### src/nbtvs_pkg.sv
// Package for the tagged binary value size parser.
// Holds item structs, frame and RAM request types, phase codes and constants.
// No dependencies.
package nbtvs_pkg;

  localparam int STACK_DEPTH = 16;
  localparam int SP_W        = $clog2(STACK_DEPTH + 1);
  localparam int ADDR_W      = $clog2(STACK_DEPTH);

  localparam logic [3:0] TAG_END      = 4'd0;
  localparam logic [3:0] TAG_BYTE     = 4'd1;
  localparam logic [3:0] TAG_BYTES    = 4'd7;
  localparam logic [3:0] TAG_STRING   = 4'd8;
  localparam logic [3:0] TAG_LIST     = 4'd9;
  localparam logic [3:0] TAG_COMPOUND = 4'd10;
  localparam logic [7:0] TAG_MAX      = 8'd10;

  localparam logic [2:0] FIELD_LEN2 = 3'd2;
  localparam logic [2:0] FIELD_LEN4 = 3'd4;

  localparam logic [31:0] SIZE_MAX = 32'hFFFF_FFFF;

  typedef enum logic [1:0] {
    ST_OK       = 2'd0,
    ST_BAD_TAG  = 2'd1,
    ST_TOO_DEEP = 2'd2,
    ST_OVERFLOW = 2'd3
  } status_t;

  typedef enum logic [3:0] {
    PH_IDLE, PH_SKIP, PH_LEN2, PH_LEN4, PH_LCOUNT, PH_CTAG,
    PH_NLEN, PH_NAME, PH_VALUE, PH_FIN, PH_LOAD
  } phase_t;

  typedef struct packed {
    logic       cmd;
    logic [3:0] root_type;
    logic [7:0] data_byte;
  } in_item_t;

  typedef struct packed {
    logic [31:0] value_size;
    logic [1:0]  status;
  } out_item_t;

  typedef struct packed {
    logic        compound;
    logic [3:0]  etype;
    logic [31:0] left;
  } frame_t;

  typedef struct packed {
    logic              we;
    logic [ADDR_W-1:0] waddr;
    frame_t            wdata;
    logic [ADDR_W-1:0] raddr;
  } ram_req_t;

  // Byte length of the fixed-size types 1..6.
  function automatic logic [31:0] fixed_len(input logic [3:0] t);
    logic [31:0] r;
    case (t)
      4'd1:    r = 32'd1;
      4'd2:    r = 32'd2;
      4'd3:    r = 32'd4;
      4'd4:    r = 32'd8;
      4'd5:    r = 32'd4;
      4'd6:    r = 32'd8;
      default: r = 32'd0;
    endcase
    return r;
  endfunction

endpackage

### src/nbtvs_frame_ram.sv
// Frame stack storage: one write port, one registered read port.
// Depends on nbtvs_pkg.
module nbtvs_frame_ram
  import nbtvs_pkg::*;
(
  input  logic     clk,
  input  ram_req_t req,
  output frame_t   rdata
);

  frame_t mem [STACK_DEPTH];

  always_ff @(posedge clk) begin
    if (req.we) begin
      mem[req.waddr] <= req.wdata;
    end
    rdata <= mem[req.raddr];
  end

endmodule

### src/nbtvs_ctrl.sv
// Parse sequencer: byte phases, size count, cached top frame and stack pointer.
// Depends on nbtvs_pkg; drives the frame RAM.
module nbtvs_ctrl
  import nbtvs_pkg::*;
(
  input  logic      clk,
  input  logic      rst,
  input  logic      item_valid,
  input  in_item_t  item,
  output logic      item_stall,
  input  logic      out_hold,
  output logic      res_valid,
  output out_item_t res,
  output ram_req_t  ram_req,
  input  frame_t    ram_rdata
);

  phase_t      phase, phase_next;
  logic [2:0]  fbi, fbi_next;
  logic [31:0] acc, acc_next;
  logic [31:0] skip, skip_next;
  logic [31:0] cnt, cnt_next;
  logic [SP_W-1:0] sp, sp_next;
  frame_t      top, top_next;

  logic        accept;
  logic        busy;
  logic        push, pop, fail, done;
  status_t     fcode;
  logic [SP_W-1:0] push_sp;
  frame_t      push_frame;

  logic        bv_go;
  logic [3:0]  bv_t;
  logic [SP_W-1:0] bv_sp;
  logic [7:0]  b;
  logic [31:0] acc_sh;
  logic [2:0]  fbi_inc;
  logic [2:0]  limit;
  logic [SP_W-1:0] sp_m1;
  logic [SP_W-1:0] sp_m2;

  assign busy    = (phase == PH_FIN) || (phase == PH_LOAD);
  assign accept  = item_valid && !item_stall;
  assign b       = item.data_byte;
  assign acc_sh  = {acc[23:0], b};
  assign fbi_inc = fbi + 3'd1;
  assign limit   = ((phase == PH_LEN4) || (phase == PH_LCOUNT)) ? FIELD_LEN4 : FIELD_LEN2;
  assign sp_m1   = sp - SP_W'(1);
  assign sp_m2   = sp - SP_W'(2);

  // Next-state logic.
  always_comb begin
    phase_next = phase;
    fbi_next   = fbi;
    acc_next   = acc;
    skip_next  = skip;
    cnt_next   = cnt;
    sp_next    = sp;
    top_next   = top;
    push       = 1'b0;
    pop        = 1'b0;
    fail       = 1'b0;
    done       = 1'b0;
    fcode      = ST_OK;
    push_sp    = sp;
    push_frame = '0;
    bv_go      = 1'b0;
    bv_t       = TAG_END;
    bv_sp      = sp;

    if (accept) begin
      if (item.cmd) begin
        cnt_next = 32'd1;
        sp_next  = '0;
        bv_go    = 1'b1;
        bv_t     = item.root_type;
        bv_sp    = '0;
      end else if (phase != PH_IDLE) begin
        if (cnt == SIZE_MAX) begin
          fail  = 1'b1;
          fcode = ST_OVERFLOW;
        end else begin
          cnt_next = cnt + 32'd1;
          case (phase)
            PH_SKIP: begin
              skip_next = skip - 32'd1;
              if (skip == 32'd1) phase_next = PH_FIN;
            end
            PH_NAME: begin
              skip_next = skip - 32'd1;
              if (skip == 32'd1) phase_next = PH_VALUE;
            end
            PH_LEN2, PH_LEN4, PH_NLEN, PH_LCOUNT: begin
              acc_next = acc_sh;
              fbi_next = fbi_inc;
              if (fbi_inc >= limit) begin
                if (phase == PH_LCOUNT) begin
                  if (sp == '0) begin
                    fail  = 1'b1;
                    fcode = ST_BAD_TAG;
                  end else if (acc_sh == 32'd0) begin
                    pop = 1'b1;
                  end else begin
                    top_next.left = acc_sh;
                    phase_next    = PH_VALUE;
                  end
                end else if (acc_sh == 32'd0) begin
                  phase_next = (phase == PH_NLEN) ? PH_VALUE : PH_FIN;
                end else begin
                  skip_next  = acc_sh;
                  phase_next = (phase == PH_NLEN) ? PH_NAME : PH_SKIP;
                end
              end
            end
            PH_CTAG: begin
              if (b == 8'd0) begin
                pop = 1'b1;
              end else if (b > TAG_MAX || sp == '0) begin
                fail  = 1'b1;
                fcode = ST_BAD_TAG;
              end else begin
                top_next   = '{compound: 1'b1, etype: b[3:0], left: 32'd0};
                fbi_next   = 3'd0;
                acc_next   = 32'd0;
                phase_next = PH_NLEN;
              end
            end
            PH_VALUE: begin
              bv_go = 1'b1;
              bv_t  = (sp != '0) ? top.etype : TAG_END;
              bv_sp = sp;
            end
            default: phase_next = PH_IDLE;
          endcase
        end
      end
    end

    // Start of a value of type bv_t with the current byte.
    if (bv_go) begin
      if (bv_t >= TAG_BYTE && bv_t < TAG_BYTES) begin
        if (bv_t == TAG_BYTE) begin
          phase_next = PH_FIN;
        end else begin
          skip_next  = fixed_len(bv_t) - 32'd1;
          phase_next = PH_SKIP;
        end
      end else if (bv_t == TAG_BYTES || bv_t == TAG_STRING) begin
        acc_next   = {24'd0, b};
        fbi_next   = 3'd1;
        phase_next = (bv_t == TAG_BYTES) ? PH_LEN4 : PH_LEN2;
      end else if (bv_t == TAG_LIST || bv_t == TAG_COMPOUND) begin
        if (bv_sp == SP_W'(STACK_DEPTH)) begin
          fail  = 1'b1;
          fcode = ST_TOO_DEEP;
        end else if (bv_t == TAG_LIST) begin
          push       = 1'b1;
          push_sp    = bv_sp;
          push_frame = '{compound: 1'b0,
                         etype: (b <= TAG_MAX) ? b[3:0] : TAG_END, left: 32'd0};
          fbi_next   = 3'd0;
          acc_next   = 32'd0;
          phase_next = PH_LCOUNT;
        end else if (b == 8'd0) begin
          // Empty compound: push and pop cancel out.
          phase_next = PH_FIN;
        end else if (b > TAG_MAX) begin
          fail  = 1'b1;
          fcode = ST_BAD_TAG;
        end else begin
          push       = 1'b1;
          push_sp    = bv_sp;
          push_frame = '{compound: 1'b1, etype: b[3:0], left: 32'd0};
          fbi_next   = 3'd0;
          acc_next   = 32'd0;
          phase_next = PH_NLEN;
        end
      end else begin
        fail  = 1'b1;
        fcode = ST_BAD_TAG;
      end
    end

    // Walk up enclosing frames after a value ends.
    if (phase == PH_FIN && !out_hold) begin
      if (sp == '0) begin
        done = 1'b1;
      end else if (top.compound) begin
        phase_next = PH_CTAG;
      end else if (top.left > 32'd1) begin
        top_next.left = top.left - 32'd1;
        phase_next    = PH_VALUE;
      end else begin
        pop = 1'b1;
      end
    end

    if (phase == PH_LOAD) begin
      top_next   = ram_rdata;
      phase_next = PH_FIN;
    end

    if (push) begin
      top_next = push_frame;
      sp_next  = push_sp + SP_W'(1);
    end
    if (pop) begin
      sp_next    = sp_m1;
      phase_next = (sp_m1 != '0) ? PH_LOAD : PH_FIN;
    end
    if (fail || done) begin
      phase_next = PH_IDLE;
      sp_next    = '0;
    end
  end

  // Outputs: handshake, result and RAM request.
  always_comb begin
    item_stall    = busy || out_hold;
    res_valid     = fail || done;
    res           = '0;
    res.status    = fail ? fcode : ST_OK;
    res.value_size = fail ? 32'd0 : cnt;
    ram_req.we    = push && (push_sp != '0);
    ram_req.waddr = ADDR_W'(push_sp - SP_W'(1));
    ram_req.wdata = top;
    ram_req.raddr = sp_m2[ADDR_W-1:0];
  end

  always_ff @(posedge clk) begin
    if (rst) begin
      phase <= PH_IDLE;
      fbi   <= '0;
      acc   <= '0;
      skip  <= '0;
      cnt   <= '0;
      sp    <= '0;
    end else begin
      phase <= phase_next;
      fbi   <= fbi_next;
      acc   <= acc_next;
      skip  <= skip_next;
      cnt   <= cnt_next;
      sp    <= sp_next;
    end
    top <= top_next;
  end

endmodule

### src/nbt_value_size_parser.sv
// Top level of the tagged binary value size parser.
// Depends on nbtvs_pkg, nbtvs_ctrl and nbtvs_frame_ram.
//
//  channel | handshake                 | payload
//  --------+---------------------------+---------------------------------
//  input   | item_valid / item_stall   | item   (cmd, root_type, data_byte)
//  output  | result_valid / result_stall | result (value_size, status)
//
// Flow: one byte item per cycle while item_stall is low. A value that ends
// walks its enclosing frame; each frame popped whose parent comes from the
// frame RAM passes through a reload phase for the registered read and then
// walks again, while the last frame pops straight to the walk phase.
// Reset: synchronous, clears phase, counters and stack pointer; frames in the
// RAM are never read before written.
// Stalls: item_stall is high while frames are walked and while a result
// waits in the output register under result_stall.
module nbt_value_size_parser
  import nbtvs_pkg::*;
(
  input  logic      clk,
  input  logic      rst,
  input  logic      item_valid,
  input  in_item_t  item,
  output logic      item_stall,
  output logic      result_valid,
  output out_item_t result,
  input  logic      result_stall
);

  logic      out_hold;
  logic      res_valid;
  out_item_t res;
  ram_req_t  ram_req;
  frame_t    ram_rdata;

  // Hold the output register while the consumer stalls.
  assign out_hold = result_valid && result_stall;

  nbtvs_ctrl u_ctrl (
    .clk        (clk),
    .rst        (rst),
    .item_valid (item_valid),
    .item       (item),
    .item_stall (item_stall),
    .out_hold   (out_hold),
    .res_valid  (res_valid),
    .res        (res),
    .ram_req    (ram_req),
    .ram_rdata  (ram_rdata)
  );

  nbtvs_frame_ram u_ram (
    .clk   (clk),
    .req   (ram_req),
    .rdata (ram_rdata)
  );

  // Load a new result, or drop the old one once taken.
  always_ff @(posedge clk) begin
    if (rst) begin
      result_valid <= 1'b0;
    end else if (res_valid) begin
      result_valid <= 1'b1;
    end else if (!result_stall) begin
      result_valid <= 1'b0;
    end
    if (res_valid) begin
      result <= res;
    end
  end

endmodule

### config.mk
export PLATFORM = sky130hd
export DESIGN_NAME = nbt_value_size_parser
export DESIGN_NICKNAME = d
export VERILOG_FILES = /design/src/nbtvs_pkg.sv /design/src/nbtvs_frame_ram.sv /design/src/nbtvs_ctrl.sv /design/src/nbt_value_size_parser.sv
export SDC_FILE = /design/constraint.sdc
export NUM_CORES = 1
export LEC_CHECK = 0
export BUFFER_PORTS_ARGS = -buffer_cell sky130_fd_sc_hd__clkbuf_2
export CAP_MARGIN = 20
export CORE_MARGIN = 2
export CORE_UTILIZATION = 35
export DETAILED_ROUTE_END_ITERATION = 16
export PLACE_DENSITY = 0.58
export SETUP_SLACK_MARGIN = 0.02
export SLEW_MARGIN = 20
export SYNTH_ARGS = -nofsm -noshare
export SYNTH_HDL_FRONTEND = slang
export SYNTH_SLANG_ARGS = --single-unit
### constraint.sdc
create_clock -name clk -period 8.1 [get_ports clk]
set_clock_uncertainty 0.15 [all_clocks]
set_input_delay 0.81 -clock clk [delete_from_list [all_inputs] [get_ports clk]]
set_output_delay 0.81 -clock clk [all_outputs]
set_load 0.05 [all_outputs]
# [After elaboration in Yosys (flattened, before gate mapping)]
# Memories as Yosys holds them, arrays and structs flattened. A register that Yosys moved wholly into a read port is not among the register bits.
# Cells that the tools add are included.
# W data, S select, Z words.
[word_totals] reg_bits=180 ram_bits=592 inputBits=17 output_inout_bits=36 wordCells=284 n_memories=1
[mem_list] name="u_ram.mem" depth=16 word_bits=37 read_ports=1 rd_ports_with_merged_regs=1 wr=1 line_no="nbtvs_frame_ram.sv:11" rtl="frame_t mem [STACK_DEPTH];"
[classes] add_sub_neg=9 magnitude_cmp=6 n_eq_ne=29 n_mux=195 n_reduce_logical=32
[ops] cell="$mux W32" n=38
[ops] cell="$mux W37" n=16
[ops] cell="$pmux W32 S2" n=3
[ops] cell="$mux W4" n=35
[ops] cell="$sub A32 B1 Y32 const B" n=3
[ops] cell="$mux W5" n=13
[ops] cell="$mux W1" n=53
[ops] cell="$mux W3" n=16
[ops] cell="$add A32 B1 Y32 const B" n=1
[ops] cell="$eq A32 B1 Y1 const B" n=1
[ops] cell="$eq A32 B32 Y1 const B" n=1
[ops] cell="$eq A4 B3 Y1 const B" n=8
[ops] cell="$gt A32 B1 Y1 const B" n=1
[ops] cell="$logic_not A32 Y1" n=1
[ops] cell="$mux W2" n=15
[ops] cell="$eq A4 B4 Y1 const B" n=6
[ops] cell="$pmux W4 S5" n=1
[ops] cell="$eq A4 B2 Y1 const B" n=4
[ops] cell="$reduce_bool A5 Y1" n=3
[ops] cell="$ne A3 B1 Y1 const B" n=4
[ops] cell="$pmux W4 S3" n=1
[ops] cell="$reduce_bool A3 Y1" n=3
[ops] cell="$eq A4 B1 Y1 const B" n=2
[ops] cell="$gt A8 B4 Y1 const B" n=1
[ops] cell="other kinds (26)" n=41

# [Logic depth before layout (Yosys ltp)]
# Gate-level depths: netlist (run 1).
[depth] depth_word=24 depth_mapped=22 depth_no_buf=17

# [Cells and area by module]
# Synthesis (run 1) repeated with hierarchy kept, for this count alone.
[hier_totals] hier_cells=2235 hier_area_um2=33338.2
[by_module_without_submodules] mod="nbtvs_frame_ram" instances=1 cells_per_inst=963 area_per_inst_um2=22942.0 seq_area_each_um2=18517.8
[by_module_without_submodules] mod="nbtvs_ctrl" instances=1 cells_per_inst=1234 area_per_inst_um2=9339.0 seq_area_each_um2=2792.7
[by_module_without_submodules] mod="nbt_value_size_parser" instances=1 cells_per_inst=38 area_per_inst_um2=1057.3 seq_area_each_um2=1041.0

# [Worst setup path before layout (run 1)]
# No wires, ideal clock.
[synth_timing] path_kind="flip-flop to flip-flop" startpoint="register u_ctrl.sp[1]" endpoint="memory u_ram.mem[15][0] in the netlist's numbering, enable pin" setup_time_ps=443 arrival_ps=6103 path_slack_ps=1404 stages_incl_launch_ff=22 n_path_buf=5 cell_sequence="dfxtp_1 -> clkbuf_1 -> clkbuf_1 -> clkbuf_1 -> inv_1 -> ha_1 -> or4b_4 -> nand4b_1 -> a311oi_2 -> a21oi_4 -> mux2_2 -> a2111oi_4 -> buf_2 -> a21oi_1 -> inv_1 -> ha_1 -> clkbuf_1 -> inv_1 -> nor3_1 -> a21oi_1 -> nand2b_1 -> a21oi_1"
[synth_between] elab_chain_len=18
[synth_rtl] item="start, declared" line_no="nbtvs_ctrl.sv:23" rtl="logic [SP_W-1:0] sp, sp_next;"
[synth_rtl] item="start signal, assigned" line_no="nbtvs_ctrl.sv:245" rtl="sp <= sp_next;"
[synth_rtl] item="$reduce_bool A5 Y1" line_no="nbtvs_ctrl.sv:131" rtl="bv_t = (sp != '0) ? top.etype : TAG_END;"
[synth_rtl] item="$mux W4" line_no="nbtvs_ctrl.sv:131"
[synth_rtl] item="$mux W4" line_no="nbtvs_ctrl.sv:85" rtl="case (phase)"
[synth_rtl] item="$mux W4" line_no="nbtvs_ctrl.sv:80" rtl="if (cnt == SIZE_MAX) begin"
[synth_rtl] item="$mux W4" line_no="nbtvs_ctrl.sv:79" rtl="end else if (phase != PH_IDLE) begin"
[synth_rtl] item="$mux W4" line_no="nbtvs_ctrl.sv:73" rtl="if (item.cmd) begin"
[synth_rtl] item="$mux W4" line_no="nbtvs_ctrl.sv:72" rtl="if (accept) begin"
[synth_rtl] item="$eq A4 B4 Y1" line_no="nbtvs_ctrl.sv:153, nbtvs_ctrl.sv:157"
[synth_rtl] item="[2 not listed]"
[synth_rtl] item="$mux W5" line_no="nbtvs_ctrl.sv:153" rtl="end else if (bv_t == TAG_LIST || bv_t == TAG_COMPOUND) begin"
[synth_rtl] item="$mux W5" line_no="nbtvs_ctrl.sv:149" rtl="end else if (bv_t == TAG_BYTES || bv_t == TAG_STRING) begin"
[synth_rtl] item="$mux W5" line_no="nbtvs_ctrl.sv:142" rtl="if (bv_t >= TAG_BYTE && bv_t < TAG_BYTES) begin"
[synth_rtl] item="$mux W5" line_no="nbtvs_ctrl.sv:141" rtl="if (bv_go) begin"
[synth_rtl] item="$reduce_bool A5 Y1" line_no="nbtvs_ctrl.sv:225" rtl="ram_req.we = push && (push_sp != '0);"
[synth_rtl] item="$logic_and A1 B1 Y1" line_no="nbtvs_ctrl.sv:225"
[synth_rtl] item="$mux W1" line_no="nbtvs_frame_ram.sv:14" rtl="if (req.we) begin"
[synth_rtl] item="$mux W1 (not written as such)" line_no="nbtvs_frame_ram.sv:15" rtl="mem[req.waddr] <= req.wdata;"
[synth_rtl] item="end, declared" line_no="nbtvs_frame_ram.sv:11"
# Parallel ways exist; a longest one is shown, timed or not.

# [Worst setup path in the final report (run 1)]
[layout_timing] startpoint="register u_ctrl.sp[1]" endpoint="memory u_ram.mem[1][11] in the netlist's numbering, enable pin"
# The elaborated chain is that of the path after synthesis.

==> metrics.cfg, run 1 <==
[timing]
hold_viol=0
rsz0062_at_grt=false
finalWorstSetupSlack_ns=2.13
period_minus_slack_ns=5.97
max_slew.worst_pin.slew_ns=1.08
timing.fmax_mhz=168
setup_viol=0
finalCritPeriodShare_pct=73.7
slew_violations=0
setup_tns_ns=0
slew-limit-headroom_pct=27.1

[global_route]
grt-ovfl-total=0
antenna_found_initial=6
grt_max_degree=71
grt_pass1_vias=19100
grtUsageTotal_pct=17.3
grt_first_pass_wirelength_mm=127

[setup_path]
critPathLaunchType=flip-flop
reg2reg_to=u_ram.mem[1][11]
cp_top_family=simple AND/OR/NAND/NOR gates
cp_slowest_stage_delay_ns=0.86
crit_cells=17
r2r_cells=17
rr_startpoint=u_ctrl.sp[1]
cp-end-kind=flip-flop
arrival_ns=6.17
crit_type=reg2reg
cp_cell_sequence=inv_1, ha_1, nor4b_4, nor2_1, nand4_1, o21ai_4, nand3_4, a2111oi_4, a21oi_1, inv_1, ha_1, a21oi_1, nor2_1, a31oi_1, nor2_1, and2_2, buf_4
crit_path_frequent_cell=nor2_1
critPathLaunch=u_ctrl.sp[1]
crit_buf_inv=3
critPathRequiredTime_ns=8.30
crit_path_end=u_ram.mem[1][11]
rrSetupSlack_ns=2.13
critPathMaxFanout=40
slowest_stage=and2_2

[logic_synthesis]
synth_cell_types=101
ys.flop_type=edfxtp_1
synth_edf_count=631
yosys_warnings=0
syn_inst=2085
yosysSeqAreaShare_pct=67.7
ys_seq_elements=801
synth_nets=2122
syn-mean-instance-area_um2=15.8
syn_area_mm2=0.0330
async_flop_share_pct=0

[floorplanning]
io_pins=53
die_area_mm2=0.0969
die_w_um=311
start_util_pct=35.3
die_h_um=311
core_mm2=0.0935
row_count=112

[cells_and_area]
drive_above_1_share_pct=21.2
stdcell_count=3476
area_growth_syn_to_layout_pct=14.5
diodes=0
nets=2188

[status]
status=finished, final reports clean

[placed_design]
gp_congestion=0.890
post-place-ws_ns=2.03
io_buffer_count=52
dp_hpwl_mm=53.6
dp_cells=3315

[clock_tree]
clkLatencyLatePin_ns=0.66
cts_max_level=3
cts_tree=yes
cts_setup_buffers=0
clock_path_buffers=3
ctsHoldBuffers=0
cts_made_buffers=86
clkTransAtPathRegs_ns=0.06
cts_resized=0
cts.sinks=801
root_buffer=clkbuf_16

[drt]
vias_per_cell=5.61
wirelength_mm=84.4
dr.pass1.iters=8
drtAntennaViolNets=0
drc=0
num_vias=19500
drtIter0Drc=1974
wl_per_cell_um=24.3

[power]
vdd_drop_max_mv=0.159
total_power_mw=9.30
p_per_area_mw_per_mm2=246
power_leakage_nw=11.9

[worst_hold_path]
holdCritPathClass=in2reg

[job]
cap_violations=0

Yosys cell counts (12+ instances only):
cell      count  area share (%)
a211oi_1     27            0.61
a21oi_1      75             1.1
a221oi_1     13            0.34
a22o_1       16            0.42
a22oi_1      28            0.64
a31oi_1      25            0.47
and2_1       50            0.95
buf_1        12            0.14
buf_2        20            0.30
clkbuf_1     70            0.80
dfxtp_1     170              10
edfxtp_1    631              57
ha_1         20            0.76
inv_1        21            0.24
mux4_2      185              13
nand2_1     113             1.3
nand3_1      56            0.85
nand4_1      26            0.49
nor2_1      155             1.8
nor3_1       55            0.83
nor4_1       30            0.57
o21ai_0      58            0.88
xnor2_1      16            0.42
xor2_1       28            0.74
cell usage in the layout (no fill, tap or decap), types with 17 or more instances in the layout:
cell / count
a211oi_1: 27
nor4_1: 30
clkbuf_2: 52
nand2_1: 113
a21oi_1: 74
edfxtp_1: 631
nand3_1: 56
inv_1: 21
nor2_1: 154
a31oi_1: 24
mux4_2: 185
nor3_1: 53
and2_1: 38
o21ai_0: 58
buf_4: 31
clkbuf_16: 88
ha_1: 19
nand4_1: 26
clkbuf_1: 17
dfxtp_1: 168
a22oi_1: 28
xor2_1: 27
metrics by stage:
step                      utilization [%]  cell area, um2  hold slack (ns)
after floorplan                         -           33000            0.283
after global placement               37.1           34700            0.303
after detailed placement             37.2           34800            0.309
after CTS                            40.4           37800            0.272
after global routing                 40.5           37800            0.306
final                                40.5           37800            0.319
worst min path at each step:
| stage | startpoint | endpoint | slack (ns) | cells after the start |
|---|---|---|---|---|
| CTS | item[5] | u_ctrl.acc[5] | 0.27 | 2 |
| global placement | u_ram.rdata[0] | u_ctrl.ram_req[4] | 0.30 | 2 |
| global route | item[5] | u_ctrl.acc[5] | 0.31 | 2 |
| detailed placement | u_ram.rdata[1] | u_ctrl.ram_req[5] | 0.31 | 2 |
| finish | item[5] | u_ctrl.acc[5] | 0.32 | 2 |
| floorplan | u_ram.rdata[0] | u_ctrl.ram_req[4] | 0.28 | 2 |
kinds of logic (layout without fill, tap and decap cells):
| family | Yosys count | count (layout) | synth area share [%] |
|---|---|---|---|
| XOR/XNOR | 45 | 45 | 1.22 |
| adder cells (fa/ha/maj) | 20 | 20 | 0.757 |
| flip-flops | 801 | 801 | 67.7 |
| AND/OR/NAND/NOR | 557 | 557 | 8.59 |
| multiplexers | 193 | 193 | 12.9 |
| AO/OA/AOI/OAI | 339 | 339 | 7.24 |
| buffers and inverters | 130 | 267 | 1.68 |
sequential cells by signal (all words and copies together), names as in the netlist:
name,flops
u_ctrl.ram_req,37
u_ctrl.fbi,3
u_ram.rdata,37
u_ctrl.skip,32
u_ctrl.cnt,32
u_ram.mem,592
result,34
u_ctrl.sp,5
u_ctrl.acc,24
u_ctrl.phase,4
result_valid,1
report_power, final:
| part | switching [mW] | internal, mW | total, mW |
|---|---|---|---|
| Sequential | 0.240 | 4.61 | 4.85 |
| Combinational | 0.243 | 0.119 | 0.362 |
| Clock | 1.66 | 2.43 | 4.09 |
layer usage:
layer	track usage [%]	wire [um]	up-vias
met4	5.42	2210	0
met3	2.33	5340	142
met1	25.2	37700	10100
met2	26.8	39100	785
met5	0	0	-
li1	-	-	8461
layout make-up:
class | instances | area, um2
inverters | 21 | 78.8
clock inverters | 52 | 708
multi-input cells | 1154 | 10200
clock buffers | 107 | 2290
repair buffers | 87 | 581
flip-flops and latches | 801 | 22400
fillers | 8429 | 55700
well taps | 1254 | 1570
(Power assumes the default switching activity.)
==> inputs of run 2 (changes only) <==
--- a/config.mk
+++ b/config.mk
@@ -10,7 +10,7 @@
 export CORE_MARGIN = 2
 export CORE_UTILIZATION = 35
 export DETAILED_ROUTE_END_ITERATION = 16
-export PLACE_DENSITY = 0.58
+export PLACE_DENSITY = 0.6
 export SETUP_SLACK_MARGIN = 0.02
 export SLEW_MARGIN = 20
 export SYNTH_ARGS = -nofsm -noshare
==> constraint.sdc (replaced) <==
create_clock -name clk -period 4.86 [get_ports clk]
set_clock_uncertainty 0.15 [all_clocks]
set_input_delay 0.486 -clock clk [delete_from_list [all_inputs] [get_ports clk]]
set_output_delay 0.486 -clock clk [all_outputs]
set_load 0.05 [all_outputs]
==> run 2 against run 1 <==
Final area rose by 0.83%. Maximum frequency rose by 31%. Worst hold slack got worse by 0.26 ns. Final cell count is 1.5% higher. Combinational power rose by 110%. Core utilization up 0.34 points. Non-clock buffer count up 58. Critical endpoint is now u_ram.mem[9][18]. Largest cell class unchanged.
==> metrics.cfg, run 2 (synthesis results as in run 1) <==
[status]
status=finished, final reports clean

[cells_and_area]
nets=2244  ; +2.6%
diodes=0  ; unchanged
layout_commonest_cell=edfxtp_1
largest_reg_flops=592  ; unchanged
n_fill_cell=8382  ; -0.56%
drive_above_1_share_pct=22.5  ; +1.3 points
final_cell_mix=631 x edfxtp_1, 185 x mux4_2, 168 x dfxtp_1
regMostFlops=u_ram.mem
area_growth_syn_to_layout_pct=15.4

[clock_tree]
clock_path_buffers=3  ; unchanged
cts_tree=yes
clkTransAtPathRegs_ns=0.06  ; about the same
cts_max_level=3  ; unchanged
cts.sinks=801  ; unchanged
root_buffer=clkbuf_16
cts_made_buffers=84  ; -2.3%
clkLatencyLatePin_ns=0.65  ; about the same

[setup_path]
crit_cells=18  ; +1
crit_buf_inv=5  ; +2
critPathLaunchType=flip-flop
crit_type=reg2reg
rr_startpoint=u_ctrl.sp[0]
critPathMaxFanout=26  ; -35%
cp_top_family=simple AND/OR/NAND/NOR gates
cp_slowest_stage_delay_ns=0.52  ; -0.34 ns
arrival_ns=4.71  ; -1.46 ns
critPathLaunch=u_ctrl.sp[0]
cp_cell_sequence=inv_1, ha_1, or4b_4, nand4b_1, a311oi_2, a21oi_4, buf_4, nand3_4, a2111oi_4, a21oi_2, inv_1, ha_1, buf_4, a31o_2, a21oi_1, nor2_1, and2_2, buf_12
reg2reg_to=u_ram.mem[9][18]
r2r_cells=18  ; +1
rrSetupSlack_ns=0.32  ; -1.81 ns
slowest_stage=or4b_4
cp-end-kind=flip-flop
crit_path_end=u_ram.mem[9][18]
critPathRequiredTime_ns=5.03  ; -3.27 ns

[job]
cap_violations=0  ; unchanged

[placed_design]
gp_congestion=0.879  ; -1.3%
io_buffer_count=52  ; unchanged
dp_hpwl_mm=55.2  ; +2.9%
post-place-ws_ns=0.296  ; -1.73 ns

[timing]
setup_tns_ns=0  ; unchanged
max_slew.worst_pin.slew_ns=1.10  ; +0.0268 ns
slew-limit-headroom_pct=26.4  ; -0.65 points
finalWorstSetupSlack_ns=0.323  ; -1.81 ns
finalCritPeriodShare_pct=93.4  ; +20 points
period_minus_slack_ns=4.54  ; -1.43 ns
timing.fmax_mhz=220  ; +31%
slew_violations=0  ; unchanged
hold_viol=0  ; unchanged
setup_viol=0  ; unchanged
rsz0062_at_grt=false

[drt]
drtAntennaViolNets=0  ; unchanged
dr.pass1.iters=7  ; -1
drtIter0Drc=2317  ; +17%
vias_per_cell=5.59  ; -0.50%
drc=0  ; unchanged
wirelength_mm=84.5  ; about the same
wl_per_cell_um=23.9  ; -1.4%
num_vias=19700  ; +0.96%

[worst_hold_path]
worstHoldStart=item[6]
holdCritPathClass=in2reg

[floorplanning]
io_pins=53  ; unchanged
die_h_um=311  ; unchanged
core_mm2=0.0935  ; unchanged
die_w_um=311  ; unchanged
start_util_pct=35.3  ; unchanged
row_count=112  ; unchanged
die_area_mm2=0.0969  ; unchanged

[global_route]
grt-ovfl-total=0  ; unchanged
antenna_found_initial=2  ; -4
grt_max_degree=152  ; +110%
grt_first_pass_wirelength_mm=127  ; +0.21%
grtUsageTotal_pct=17.2  ; -0.046 points
grt_pass1_vias=19600  ; +2.7%

[power]
vdd_drop_max_mv=0.269  ; +69%
total_power_mw=15.0  ; +61%
power_leakage_nw=12.1  ; +1.8%
p_per_area_mw_per_mm2=393  ; +60%

run 2: how the worst min path moves through the flow:
stage                        endpoint  slack (ns)  cells past startpoint
floorplan           u_ctrl.ram_req[4]        0.28                      2
global placement    u_ctrl.ram_req[4]        0.31                      2
detailed placement  u_ctrl.ram_req[7]        0.33                      2
CTS                     u_ctrl.acc[4]        0.02                      2
global route            u_ctrl.acc[6]        0.05                      2
finish                  u_ctrl.acc[6]        0.06                      2
run 2: layout make-up:
type | count | area (um2) | area share [%]
flip-flops and latches | 801 | 22400 | 58.6
multi-input cells | 1154 | 10300 | 26.9
clock buffers | 111 | 2230 | 5.86
well taps | 1254 | 1570 | 4.11
repair buffers | 145 | 1200 | 3.14
clock inverters | 41 | 433 | 1.14
inverters | 21 | 83.8 | 0.220
run 2: power by group:
part           leakage [nW]  total (mW)  switching (mW)  internal (mW)
clock network          1.29        6.25            2.63           3.62
registers              7.15        7.97           0.291           7.68
logic                  3.63       0.768           0.532          0.237
total                  12.1        15.0            3.45           11.5
run 2: routing by layer:
layer | vias up | part of all wire, % | GRT usage, %
met2 | 825 | 46 | 26.7
li1 | 8582 | - | -
met3 | 122 | 6.9 | 2.37
met4 | 0 | 2.0 | 4.63
met1 | 10200 | 45 | 25.5
met5 | - | 0 | 0
run 2: through the flow:
stage	cells	hold slack (ns)	utilization [%]	area, um2
after floorplan	2085	0.283	-	33100
after global routing	3527	0.0535	40.8	38100
final	3527	0.0637	40.8	38100
after detailed placement	3374	0.328	37.9	35400
after global placement	3374	0.310	37.9	35400
after CTS	3527	0.0248	40.8	38100
run 2: what timing repair did:
item | CTS | global route
endpoints found under the setup margin | 0 | 347
hold buffers | 1 | 0
resized for setup | 0 | 3
hold endpoints to repair | 1 | 0
setup buffers | 0 | 0
